===== config.mk =====
export PLATFORM = sky130hd
export DESIGN_NAME = date_string_parse_validate_flat
export DESIGN_NICKNAME = d
export VERILOG_FILES = /design/src/rtl/dspv_pkg.sv /design/src/rtl/dspv_if.sv /design/src/rtl/date_string_parse_validate.sv /design/src/rtl/dspv_parser.sv /design/src/rtl/dspv_check.sv /design/src/flat_wrapper.sv
export SDC_FILE = /design/constraint.sdc
export NUM_CORES = 1
export LEC_CHECK = 0
export ABC_AREA = 1
export BUFFER_PORTS_ARGS = -buffer_cell sky130_fd_sc_hd__buf_2
export CAP_MARGIN = 25
export CORE_ASPECT_RATIO = 0.6
export CORE_MARGIN = 1
export CORE_UTILIZATION = 62
export DETAILED_ROUTE_END_ITERATION = 12
export HOLD_SLACK_MARGIN = 0.02
export PLACE_DENSITY = 0.8
export SLEW_MARGIN = 15
export SYNTH_ARGS = -nofsm -noshare
export SYNTH_HDL_FRONTEND = slang
export SYNTH_SLANG_ARGS = --single-unit

===== constraint.sdc =====
create_clock -name clk -period 4.1 [get_ports clk]
set_input_delay 0.205 -clock clk [delete_from_list [all_inputs] [get_ports clk]]
set_output_delay 0.205 -clock clk [all_outputs]
set_load 0.01 [all_outputs]

===== src/rtl/dspv_pkg.sv =====
// dspv_pkg: shared constants, types and the month-length table of the date parser.
// No dependencies; imported by the top level, dspv_parser, dspv_check and the bench files.
package dspv_pkg;

    localparam int NUM_FIELDS = 5;
    localparam int CNT_W      = 3;

    localparam logic [7:0] CHAR_ZERO = 8'h30;
    localparam logic [7:0] CHAR_NINE = 8'h39;

    localparam logic [3:0] MON_FEB = 4'd2;
    localparam logic [3:0] MON_APR = 4'd4;
    localparam logic [3:0] MON_JUN = 4'd6;
    localparam logic [3:0] MON_SEP = 4'd9;
    localparam logic [3:0] MON_NOV = 4'd11;

    localparam int YEAR_MIN  = 1000;
    localparam int YEAR_MAX  = 9999;
    localparam int MONTH_MAX = 12;
    localparam int HOURS     = 24;
    localparam int MINUTES   = 60;

    typedef logic [3:0] digit_t;

    typedef struct packed {
        logic full;
        logic yr_hund;
    } dspv_flags_t;

    typedef struct packed {
        logic        valid_res;
        logic [13:0] year;
        logic [3:0]  month;
        logic [4:0]  day;
        logic [4:0]  hour;
        logic [5:0]  minute;
    } dspv_res_t;

    function automatic logic [4:0] month_len(input logic [3:0] mo, input logic leap);
        logic [4:0] len;
        if (mo == MON_FEB)
        begin
            len = leap ? 5'd29 : 5'd28;
        end
        else if (mo == MON_APR || mo == MON_JUN || mo == MON_SEP || mo == MON_NOV)
        begin
            len = 5'd30;
        end
        else
        begin
            len = 5'd31;
        end
        return len;
    endfunction

endpackage


===== src/rtl/dspv_if.sv =====
// Valid/ready channel interfaces for the date parser: character in, result out.
// Depends on nothing.
interface dspv_in_if;
    logic       valid;
    logic       ready;
    logic [7:0] char_code;
    logic       last_char;

    modport source (output valid, output char_code, output last_char, input ready);
    modport sink   (input valid, input char_code, input last_char, output ready);
endinterface

interface dspv_out_if;
    logic        valid;
    logic        ready;
    logic        valid_res;
    logic [13:0] year;
    logic [3:0]  month;
    logic [4:0]  day;
    logic [4:0]  hour;
    logic [5:0]  minute;

    modport source (output valid, output valid_res, output year, output month,
                    output day, output hour, output minute, input ready);
    modport sink   (input valid, input valid_res, input year, input month,
                    input day, input hour, input minute, output ready);
endinterface


===== src/rtl/date_string_parse_validate.sv =====
// date_string_parse_validate: top level of the date-time string parser and validator.
// Depends on dspv_pkg, dspv_if, dspv_parser and dspv_check.
//
//   channel   dir   beat                                  payload
//   char_in   in    one character                         char_code, last_char
//   res_out   out   one result per last character         valid_res, year .. minute
//
// One character per cycle sustained unless a stalled result backs up to the parser; the parser updates on every step.
// A last character's beat reaches its result through the field snapshot register, then the result register.
// Pipeline: input register, field snapshot register, result register.
// A stalled result backs up only once a later last character reaches the parser.
// Reset clears all valid bits and the parse state.
module date_string_parse_validate #(
    parameter int ACC_WIDTH = 16
) (
    input logic          clk,
    input logic          rst_n,
    dspv_in_if.sink      char_in,
    dspv_out_if.source   res_out
);
    import dspv_pkg::*;

    logic                 s0_vld_reg;
    logic [7:0]           s0_char_reg;
    logic                 s0_last_reg;
    logic                 s1_vld_reg;
    logic [ACC_WIDTH-1:0] s1_num_reg [NUM_FIELDS];
    dspv_flags_t          s1_flags_reg;
    logic                 res_vld_reg;
    dspv_res_t            res_reg;

    logic                 out_free;
    logic                 s1_free;
    logic                 step;
    logic                 in_ready;
    logic [ACC_WIDTH-1:0] snap_num [NUM_FIELDS];
    dspv_flags_t          snap_flags;
    dspv_res_t            chk_res;

    assign out_free = !res_vld_reg || res_out.ready;
    assign s1_free  = !s1_vld_reg || out_free;
    assign step     = s0_vld_reg && (!s0_last_reg || s1_free);
    assign in_ready = !s0_vld_reg || step;

    dspv_parser #(.ACC_WIDTH(ACC_WIDTH)) u_parser (
        .clk        (clk),
        .rst_n      (rst_n),
        .step       (step),
        .char_code  (s0_char_reg),
        .last_char  (s0_last_reg),
        .snap_num   (snap_num),
        .snap_flags (snap_flags)
    );

    dspv_check #(.ACC_WIDTH(ACC_WIDTH)) u_check (
        .num   (s1_num_reg),
        .flags (s1_flags_reg),
        .res   (chk_res)
    );

    always_ff @(posedge clk or negedge rst_n)
    begin
        if (!rst_n)
        begin
            s0_vld_reg  <= 1'b0;
            s1_vld_reg  <= 1'b0;
            res_vld_reg <= 1'b0;
        end
        else
        begin
            if (in_ready)
            begin
                s0_vld_reg <= char_in.valid;
            end
            if (s1_free)
            begin
                s1_vld_reg <= step && s0_last_reg;
            end
            if (out_free)
            begin
                res_vld_reg <= s1_vld_reg;
            end
        end
    end

    always_ff @(posedge clk)
    begin
        if (in_ready && char_in.valid)
        begin
            s0_char_reg <= char_in.char_code;
            s0_last_reg <= char_in.last_char;
        end
        if (step && s0_last_reg)
        begin
            s1_num_reg   <= snap_num;
            s1_flags_reg <= snap_flags;
        end
        if (out_free && s1_vld_reg)
        begin
            res_reg <= chk_res;
        end
    end

    assign char_in.ready     = in_ready;
    assign res_out.valid     = res_vld_reg;
    assign res_out.valid_res = res_reg.valid_res;
    assign res_out.year      = res_reg.year;
    assign res_out.month     = res_reg.month;
    assign res_out.day       = res_reg.day;
    assign res_out.hour      = res_reg.hour;
    assign res_out.minute    = res_reg.minute;

endmodule


===== src/rtl/dspv_parser.sv =====
// dspv_parser: digit-run accumulator and field store, one character per step.
// Depends on dspv_pkg.
module dspv_parser #(
    parameter int ACC_WIDTH = 16
) (
    input  logic                   clk,
    input  logic                   rst_n,
    input  logic                   step,
    input  logic [7:0]             char_code,
    input  logic                   last_char,
    output logic [ACC_WIDTH-1:0]   snap_num [dspv_pkg::NUM_FIELDS],
    output dspv_pkg::dspv_flags_t  snap_flags
);
    import dspv_pkg::*;

    localparam int WIDE_W = ACC_WIDTH + 4;

    logic [ACC_WIDTH-1:0] acc_reg;
    logic                 run_reg;
    logic [CNT_W-1:0]     cnt_reg;
    digit_t               dig_lo_reg;
    digit_t               dig_hi_reg;
    logic                 yr_hund_reg;
    logic [ACC_WIDTH-1:0] num_reg [NUM_FIELDS];

    logic                 is_digit;
    digit_t               digit;
    logic [WIDE_W-1:0]    wide;
    logic [ACC_WIDTH-1:0] sat;
    logic [ACC_WIDTH-1:0] cur_acc;
    logic                 cur_run;
    digit_t               cur_lo;
    digit_t               cur_hi;
    logic                 close;
    logic                 store;
    logic [CNT_W-1:0]     cnt_upd;
    logic                 yr_upd;
    logic [ACC_WIDTH-1:0] num_upd [NUM_FIELDS];

    always_comb
    begin
        is_digit = (char_code >= CHAR_ZERO) && (char_code <= CHAR_NINE);
        digit    = char_code[3:0];
        wide     = ({4'b0, acc_reg} << 3) + ({4'b0, acc_reg} << 1)
                 + WIDE_W'(digit);
        sat      = (wide[WIDE_W-1:ACC_WIDTH] != 4'b0) ? {ACC_WIDTH{1'b1}}
                                                     : wide[ACC_WIDTH-1:0];
        cur_acc  = is_digit ? sat : acc_reg;
        cur_run  = is_digit || run_reg;
        cur_lo   = is_digit ? digit : dig_lo_reg;
        cur_hi   = is_digit ? dig_lo_reg : dig_hi_reg;
        close    = !is_digit || last_char;
        store    = close && cur_run && (cnt_reg < CNT_W'(NUM_FIELDS));
        cnt_upd  = cnt_reg + CNT_W'(store);
        yr_upd   = (store && cnt_reg == '0) ? (cur_lo == '0 && cur_hi == '0)
                                            : yr_hund_reg;
        for (int i = 0; i < NUM_FIELDS; i++)
        begin
            num_upd[i] = (store && cnt_reg == CNT_W'(i)) ? cur_acc : num_reg[i];
        end
        snap_num           = num_upd;
        snap_flags.full    = (cnt_upd == CNT_W'(NUM_FIELDS));
        snap_flags.yr_hund = yr_upd;
    end

    always_ff @(posedge clk or negedge rst_n)
    begin
        if (!rst_n)
        begin
            acc_reg     <= '0;
            run_reg     <= 1'b0;
            cnt_reg     <= '0;
            dig_lo_reg  <= '0;
            dig_hi_reg  <= '0;
            yr_hund_reg <= 1'b0;
        end
        else if (step)
        begin
            if (last_char)
            begin
                acc_reg     <= '0;
                run_reg     <= 1'b0;
                cnt_reg     <= '0;
                dig_lo_reg  <= '0;
                dig_hi_reg  <= '0;
                yr_hund_reg <= 1'b0;
            end
            else
            begin
                acc_reg     <= close ? '0 : cur_acc;
                run_reg     <= close ? 1'b0 : cur_run;
                dig_lo_reg  <= close ? '0 : cur_lo;
                dig_hi_reg  <= close ? '0 : cur_hi;
                cnt_reg     <= cnt_upd;
                yr_hund_reg <= yr_upd;
            end
        end
    end

    // field store is payload: only used for a valid result once all five entries were written
    always_ff @(posedge clk)
    begin
        if (step)
        begin
            num_reg <= num_upd;
        end
    end

endmodule


===== src/rtl/dspv_check.sv =====
// dspv_check: range and calendar checks on the five parsed fields, zeroing on failure.
// Depends on dspv_pkg.
module dspv_check #(
    parameter int ACC_WIDTH = 16
) (
    input  logic [ACC_WIDTH-1:0]  num [dspv_pkg::NUM_FIELDS],
    input  dspv_pkg::dspv_flags_t flags,
    output dspv_pkg::dspv_res_t   res
);
    import dspv_pkg::*;

    logic [ACC_WIDTH-1:0] y;
    logic [ACC_WIDTH-1:0] mo;
    logic [ACC_WIDTH-1:0] d;
    logic [ACC_WIDTH-1:0] h;
    logic [ACC_WIDTH-1:0] mi;
    logic                 leap;
    logic [4:0]           mlen;
    logic                 ok;

    always_comb
    begin
        y  = num[0];
        mo = num[1];
        d  = num[2];
        h  = num[3];
        mi = num[4];
        // divisible by 100 from the last two decimal digits; by 400 then needs 16
        leap = (y[1:0] == 2'b0) && (!flags.yr_hund || y[3:0] == 4'b0);
        mlen = month_len(mo[3:0], leap);
        ok   = flags.full
            && (y >= ACC_WIDTH'(YEAR_MIN)) && (y <= ACC_WIDTH'(YEAR_MAX))
            && (h < ACC_WIDTH'(HOURS)) && (mi < ACC_WIDTH'(MINUTES))
            && (mo != '0) && (mo <= ACC_WIDTH'(MONTH_MAX))
            && (d != '0) && (d <= ACC_WIDTH'(mlen));
        res.valid_res = ok;
        res.year      = ok ? y[13:0] : '0;
        res.month     = ok ? mo[3:0] : '0;
        res.day       = ok ? d[4:0]  : '0;
        res.hour      = ok ? h[4:0]  : '0;
        res.minute    = ok ? mi[5:0] : '0;
    end

endmodule


===== src/flat_wrapper.sv =====
// flat-port wrapper written by rule: the top's interface ports become plain ports
module date_string_parse_validate_flat import dspv_pkg::*;
#(
    parameter int ACC_WIDTH = 16
)
  (clk, rst_n, char_in_valid, char_in_char_code, char_in_last_char, char_in_ready, res_out_valid, res_out_valid_res, res_out_year, res_out_month, res_out_day, res_out_hour, res_out_minute, res_out_ready);
  dspv_in_if char_in_i ();
  dspv_out_if res_out_i ();
  input logic clk;
  input logic rst_n;
  input wire logic [$bits(char_in_i.valid)-1:0] char_in_valid;
  input wire logic [$bits(char_in_i.char_code)-1:0] char_in_char_code;
  input wire logic [$bits(char_in_i.last_char)-1:0] char_in_last_char;
  output wire logic [$bits(char_in_i.ready)-1:0] char_in_ready;
  output wire logic [$bits(res_out_i.valid)-1:0] res_out_valid;
  output wire logic [$bits(res_out_i.valid_res)-1:0] res_out_valid_res;
  output wire logic [$bits(res_out_i.year)-1:0] res_out_year;
  output wire logic [$bits(res_out_i.month)-1:0] res_out_month;
  output wire logic [$bits(res_out_i.day)-1:0] res_out_day;
  output wire logic [$bits(res_out_i.hour)-1:0] res_out_hour;
  output wire logic [$bits(res_out_i.minute)-1:0] res_out_minute;
  input wire logic [$bits(res_out_i.ready)-1:0] res_out_ready;
  assign char_in_i.valid = char_in_valid;
  assign char_in_i.char_code = char_in_char_code;
  assign char_in_i.last_char = char_in_last_char;
  assign char_in_ready = char_in_i.ready;
  assign res_out_valid = res_out_i.valid;
  assign res_out_valid_res = res_out_i.valid_res;
  assign res_out_year = res_out_i.year;
  assign res_out_month = res_out_i.month;
  assign res_out_day = res_out_i.day;
  assign res_out_hour = res_out_i.hour;
  assign res_out_minute = res_out_i.minute;
  assign res_out_i.ready = res_out_ready;
  date_string_parse_validate #(.ACC_WIDTH(ACC_WIDTH)) u_core (.clk(clk), .rst_n(rst_n), .char_in(char_in_i), .res_out(res_out_i));
endmodule

==> flow_summary.toml, run 1 <==
[timing]
skew_ps = 7.69
worstMarginPinSlew_ps = 1020
finalCriticalPeriod_ps = 3580
slew_viol_final = 0
holdWs_ps = 308
fin_setup_tns_ps = 0
setup_viol = 0
maxSlewHeadroom_pct = 32.1
clock.fmax_mhz = 280
rsz0062_at_grt = "no"
period_share_pct = 87.2
hold_violations = 0

[route]
drt_wl_total_um = 25600
drt_iter0_drc = 896
firstDrtPassIters = 5
via_count = 7905
met1_length_um = 11500
drc = 0
final_antenna_net_count = 0
dr_wl_met3_um = 2400
highest_layer = "met5"
met2WireLength_um = 11300
wl_per_cell_um = 18.8
viasPerCell = 5.80

[pwr]
ir_drop_mv = 0.326
power.total_uw = 5290
power.leakage_uw = 0.00550
powerDensity_nw_per_um2 = 426

[logic_synthesis]
synth_warnings = 0
syn_area_um2 = 11000
ys_types = 38
syn_inst = 1033
synth_edf_count = 206
ys_ff_latch = 238
async_flop_share_pct = 13.4
synth.avg_cell_area_um2 = 10.6
synthFlopType = "edfxtp_1"
synth_nets = 1083
ys_seq_area_share_pct = 63.6

[floorplan]
rows = 37
dieArea_um2 = 18300
initial_utilization_pct = 63.8
pin_count = 50
die_x_um = 174
core-area_um2 = 17200
fp.dieH_um = 105

[clock_tree]
insertion_delay_ps = 500
ctsResizeCount = 0
cts_buffers = 22
cts_sinks = 238
htree_levels = 1
clk_pin_slew_ps = 70
cts_setup_buffers = 0
cts-root-buf = "clkbuf_16"
cts_tree = "done"
cts_buffer_depth = 3

[worst_setup_path]
cp_top_family = "simple AND/OR/NAND/NOR gates"
critPathKind = "reg2reg"
crit_buf_inv = 3
crit_path_max_incr_delay_ps = 560
cp-end-kind = "register"
crit_path_top_delay_cell = "fa_1"
worst-path-max-fanout = 10
required_ps = 4330
worstPathArrival_ps = 3810
cp-start-kind = "register"
path_cells = "fa_1 > inv_1 > fa_1 > inv_1 > nand2_1 > nand2_1 > nand3_1 > nand2_1 > nand2_1 > nand3_1 > nand2_1 > nor2_4 > buf_4 > nand4_4 > nand3_1 > nand2_1"
crit_path_frequent_cell = "nand2_1"

[layout]
finalNetCount = 1162
nFillCells = 1204
final_util_pct = 72.1
syn_to_final_growth_pct = 12.9
diodes = 0
drive_gt1_share_pct = 12.0
regArea_um2 = 6990
multi_input_area_um2 = 3400
final_common_cell = "nand2_1"
layout_common_cells = "nand2_1, edfxtp_1, inv_1, nand3_1, nor2_1"

[placed_design]
hpwl_um = 17200
gp_congestion = 0.924
portBuffers = 49

[status]
run_status = "finished clean"

[global_routing]
grt_max_degree = 79
track_usage_pct = 28.9
grt_first_pass_wirelength_um = 40600
grt_pass1_vias = 7529
antenna_found_initial = 0
gr-total-overflow = 0

[job]
max_cap_violations = 0

[worst_hold_path]
hold_path.class = "in2async"
synth_stat cells, types with 11 or more instances:
cell type | count | area [um2]
nor2_1 | 59 | 221
nand2_1 | 313 | 1170
a21oi_1 | 13 | 65.1
buf_2 | 13 | 65.1
inv_1 | 121 | 454
o21ai_0 | 27 | 135
nand3_1 | 105 | 526
nand4_1 | 11 | 68.8
nor4_1 | 12 | 75.1
ha_1 | 35 | 438
edfxtp_1 | 206 | 6190
dfrtp_1 | 32 | 801
cell type report:
type	count	share of cell area [%]
clock buffer	24	4.67
clock inverter	16	1.29
inverter	130	3.94
multi-input combinational	644	27.4
sequential	238	56.3
tap	234	2.36
timing repair buffer	76	4.05
layer usage:
layer  vias up  global-route usage, %
met4         2                   7.21
met2       386                   43.1
met1      3829                   44.3
li1       3649                      -
met3        39                   4.80
met5         -                   1.94
per-stage QoR:
| stage | cells | instance area (um2) | setup slack [ps] |
|---|---|---|---|
| after floorplan | 1033 | 11000 | 347 |
| after global placement | 1309 | 11500 | 726 |
| after detailed placement | 1309 | 11500 | 607 |
| after CTS | 1361 | 12400 | 559 |
| after global routing | 1362 | 12400 | 343 |
| final | 1362 | 12400 | 523 |
worst paths after layout:
| check | slack, ps | to | start | depth (start not counted) |
|---|---|---|---|---|
| worst max-delay path | 520 | u_core.s1_num_reg[13] | u_core.u_parser.acc_reg[0] | 16 |
| worst min-delay path | 310 | u_core.u_parser.yr_hund_reg | rst_n | 2 |
| worst max register to register | 520 | u_core.s1_num_reg[13] | u_core.u_parser.acc_reg[0] | 16 |
| worst min register to register | 480 | u_core.u_parser.yr_hund_reg | u_core.u_parser.yr_hund_reg | 2 |
| max in group asynchronous | 3300 | u_core.u_parser.acc_reg[12] | rst_n | 2 |
| min in group clk | 420 | u_core.s0_char_reg[1] | char_in_char_code[1] | 2 |
cell families after synthesis:
kind of cell / Yosys count / synth area share, %
fa+ha+maj: 37 / 4.35
simple gates: 545 / 23.1
buf+inv: 151 / 5.60
flops: 238 / 63.6
compound gates: 53 / 2.69
xor+xnor: 9 / 0.717
power by group:
group          total (uW)  switching [uW]  internal [uW]
sequential           2880            53.7           2820
clock                2100             883           1210
combinational         312             222           90.4
total                5290            1160           4130
what timing repair did:
item | in CTS | in global routing
endpoints found under the setup margin | 0 | 0
endpoints found under the hold margin | 43 | 0
hold buffers | 12 | 0
No activity file was read; power rests on OpenSTA's default activity.
==> run 2, diff against run 1 <==
--- a/config.mk
+++ b/config.mk
@@ -10,10 +10,10 @@
 export CAP_MARGIN = 25
 export CORE_ASPECT_RATIO = 0.6
 export CORE_MARGIN = 1
-export CORE_UTILIZATION = 62
+export CORE_UTILIZATION = 50
 export DETAILED_ROUTE_END_ITERATION = 12
 export HOLD_SLACK_MARGIN = 0.02
-export PLACE_DENSITY = 0.8
+export PLACE_DENSITY = 0.67
 export SLEW_MARGIN = 15
 export SYNTH_ARGS = -nofsm -noshare
 export SYNTH_HDL_FRONTEND = slang
==> flow_summary.toml, run 2 (same netlist as run 1, synthesis figures left out) <==
[clock_tree]
cts_buffers = 22
cts-root-buf = "clkbuf_16"
clk_pin_slew_ps = 70
cts_tree = "done"
cts_setup_buffers = 0
cts_sinks = 238
htree_levels = 1
cts_buffer_depth = 3
insertion_delay_ps = 520

[worst_setup_path]
cp-start-kind = "register"
crit_path_max_incr_delay_ps = 570
worst-path-max-fanout = 17
critPathKind = "reg2reg"
worstPathArrival_ps = 3770
cp-end-kind = "register"
cp_top_family = "simple AND/OR/NAND/NOR gates"
crit_path_frequent_cell = "nand2_1"
required_ps = 4350
crit_buf_inv = 2
path_cells = "fa_1 > inv_1 > fa_1 > inv_1 > nand2_1 > nand2_1 > nand3_1 > nand2_1 > nand2_1 > nand3_1 > nand2_2 > nor2_8 > nand4_1 > nand3_1 > nand2_1"
crit_path_top_delay_cell = "fa_1"

[route]
final_antenna_net_count = 0
dr_wl_met3_um = 2170
firstDrtPassIters = 11
met2WireLength_um = 10300
drc = 7
drt_wl_total_um = 25700
viasPerCell = 5.36
drt_iter0_drc = 780
via_count = 7529
met1_length_um = 12900
wl_per_cell_um = 18.3
highest_layer = "met4"

[floorplan]
core-area_um2 = 21300
rows = 41
fp.dieH_um = 117
initial_utilization_pct = 51.6
dieArea_um2 = 22600
pin_count = 50
die_x_um = 193

[layout]
drive_gt1_share_pct = 11.5
regArea_um2 = 6990
diodes = 0
syn_to_final_growth_pct = 12.4
nFillCells = 1789
multi_input_area_um2 = 3400
finalNetCount = 1161
final_common_cell = "nand2_1"
layout_common_cells = "nand2_1, edfxtp_1, inv_1, nand3_1, nor2_1"

[global_routing]
antenna_found_initial = 0
track_usage_pct = 23.5
grt_first_pass_wirelength_um = 40100
grt_pass1_vias = 6893
grt_max_degree = 58
gr-total-overflow = 0

[placed_design]
portBuffers = 49
hpwl_um = 17700
gp_congestion = 0.858
dp_slack_ps = 589

[timing]
worst_slack_ps = 578
worstMarginPinSlew_ps = 963
finalCriticalPeriod_ps = 3520
maxSlewHeadroom_pct = 35.6
skew_ps = 15.0
clock.fmax_mhz = 284
period_share_pct = 85.9
fin_setup_tns_ps = 0
hold_violations = 0
setup_viol = 0
rsz0062_at_grt = "no"
slew_viol_final = 0

[pwr]
p_sw_uw = 1140
power_frac_clock_pct = 37.4
power.leakage_uw = 0.00545
comb_power_share_pct = 5.9
ir_drop_mv = 0.258
internal_power_uw = 3930
sequentialPowerShare_pct = 56.7
powerDensity_nw_per_um2 = 410
swShare_pct = 22.4

[status]
violations = "DRC"
run_status = "finished with violations"

[job]
max_cap_violations = 0

[worst_hold_path]
hold_path.class = "in2async"
-- run 2: cell types whose count changed in the layout (fill, tap and decap cells not counted) --
cell | previous run | this run
inv_6 | 1 | 0
bufinv_16 | 3 | 0
buf_12 | 2 | 1
clkinv_2 | 4 | 6
clkinv_4 | 1 | 0
inv_2 | 9 | 8
clkbuf_1 | 1 | 4
-- run 2: per-stage QoR --
step,hold slack [ps],instances,utilization [%],cell area [um2],total power [uW]
2_1_floorplan,-90.6,1033,-,11000,3100
3_3_place_gp,311,1354,54.4,11600,3200
3_5_place_dp,315,1354,54.4,11600,3210
4_1_cts,310,1405,58.0,12400,5100
5_1_grt,368,1405,58.0,12400,5240
6_report,305,1405,58.0,12400,5070
-- run 2: cell type report --
type	count	share of cell area, %
clock buffer	27	4.78
timing repair buffer	75	3.91
clock inverter	12	0.466
sequential	238	56.5
inverter	130	3.97
multi-input combinational	644	27.5
tap	279	2.83
-- run 2: final timing paths --
check | from | endpoint | slack [ps] | cells past startpoint
max | u_core.u_parser.acc_reg[0] | u_core.u_parser.num_reg[19] | 580 | 15
min in group clk | char_in_char_code[1] | u_core.s0_char_reg[1] | 400 | 2
max reg2reg | u_core.u_parser.acc_reg[0] | u_core.u_parser.num_reg[19] | 580 | 15
max in group asynchronous | rst_n | u_core.u_parser.acc_reg[12] | 3300 | 2
min reg2reg | u_core.u_parser.dig_hi_reg[0] | u_core.u_parser.dig_hi_reg[0] | 500 | 2
min | rst_n | u_core.u_parser.cnt_reg[1] | 310 | 2
-- run 2: what timing repair did --
action	4_1_cts	5_1_grt
endpoints found under the setup margin	0	0
hold buffers	12	0
gates resized for setup	0	0
hold endpoints to repair	43	0
-- run 2: worst reg2reg max path, cell delays in order (launching register included) --
cell     delay, ps
dfrtp_1        420
fa_1           570
inv_1           60
fa_1           450
inv_1           80
nand2_1         40
nand2_1        100
nand3_1        100
nand2_1        140
nand2_1         90
nand3_1         90
nand2_2         90
nor2_8         420
nand4_1        350
nand3_1        170
nand2_1         90
-- run 2: per-layer routing --
layer,track usage (%),vias to the layer above
met5,0,-
met4,3.63,0
met3,5.01,22
met2,33.8,301
met1,37.2,3546
li1,-,3660
-- run 2: power by group through the flow --
stage | combinational [uW] | clock [uW] | sequential, uW
CTS | 300 | 1930 | 2870
floorplan | 170 | 0 | 2930
finish | 300 | 1890 | 2870
global placement | 284 | 0 | 2920
global route | 336 | 2020 | 2890
detailed placement | 289 | 0 | 2920
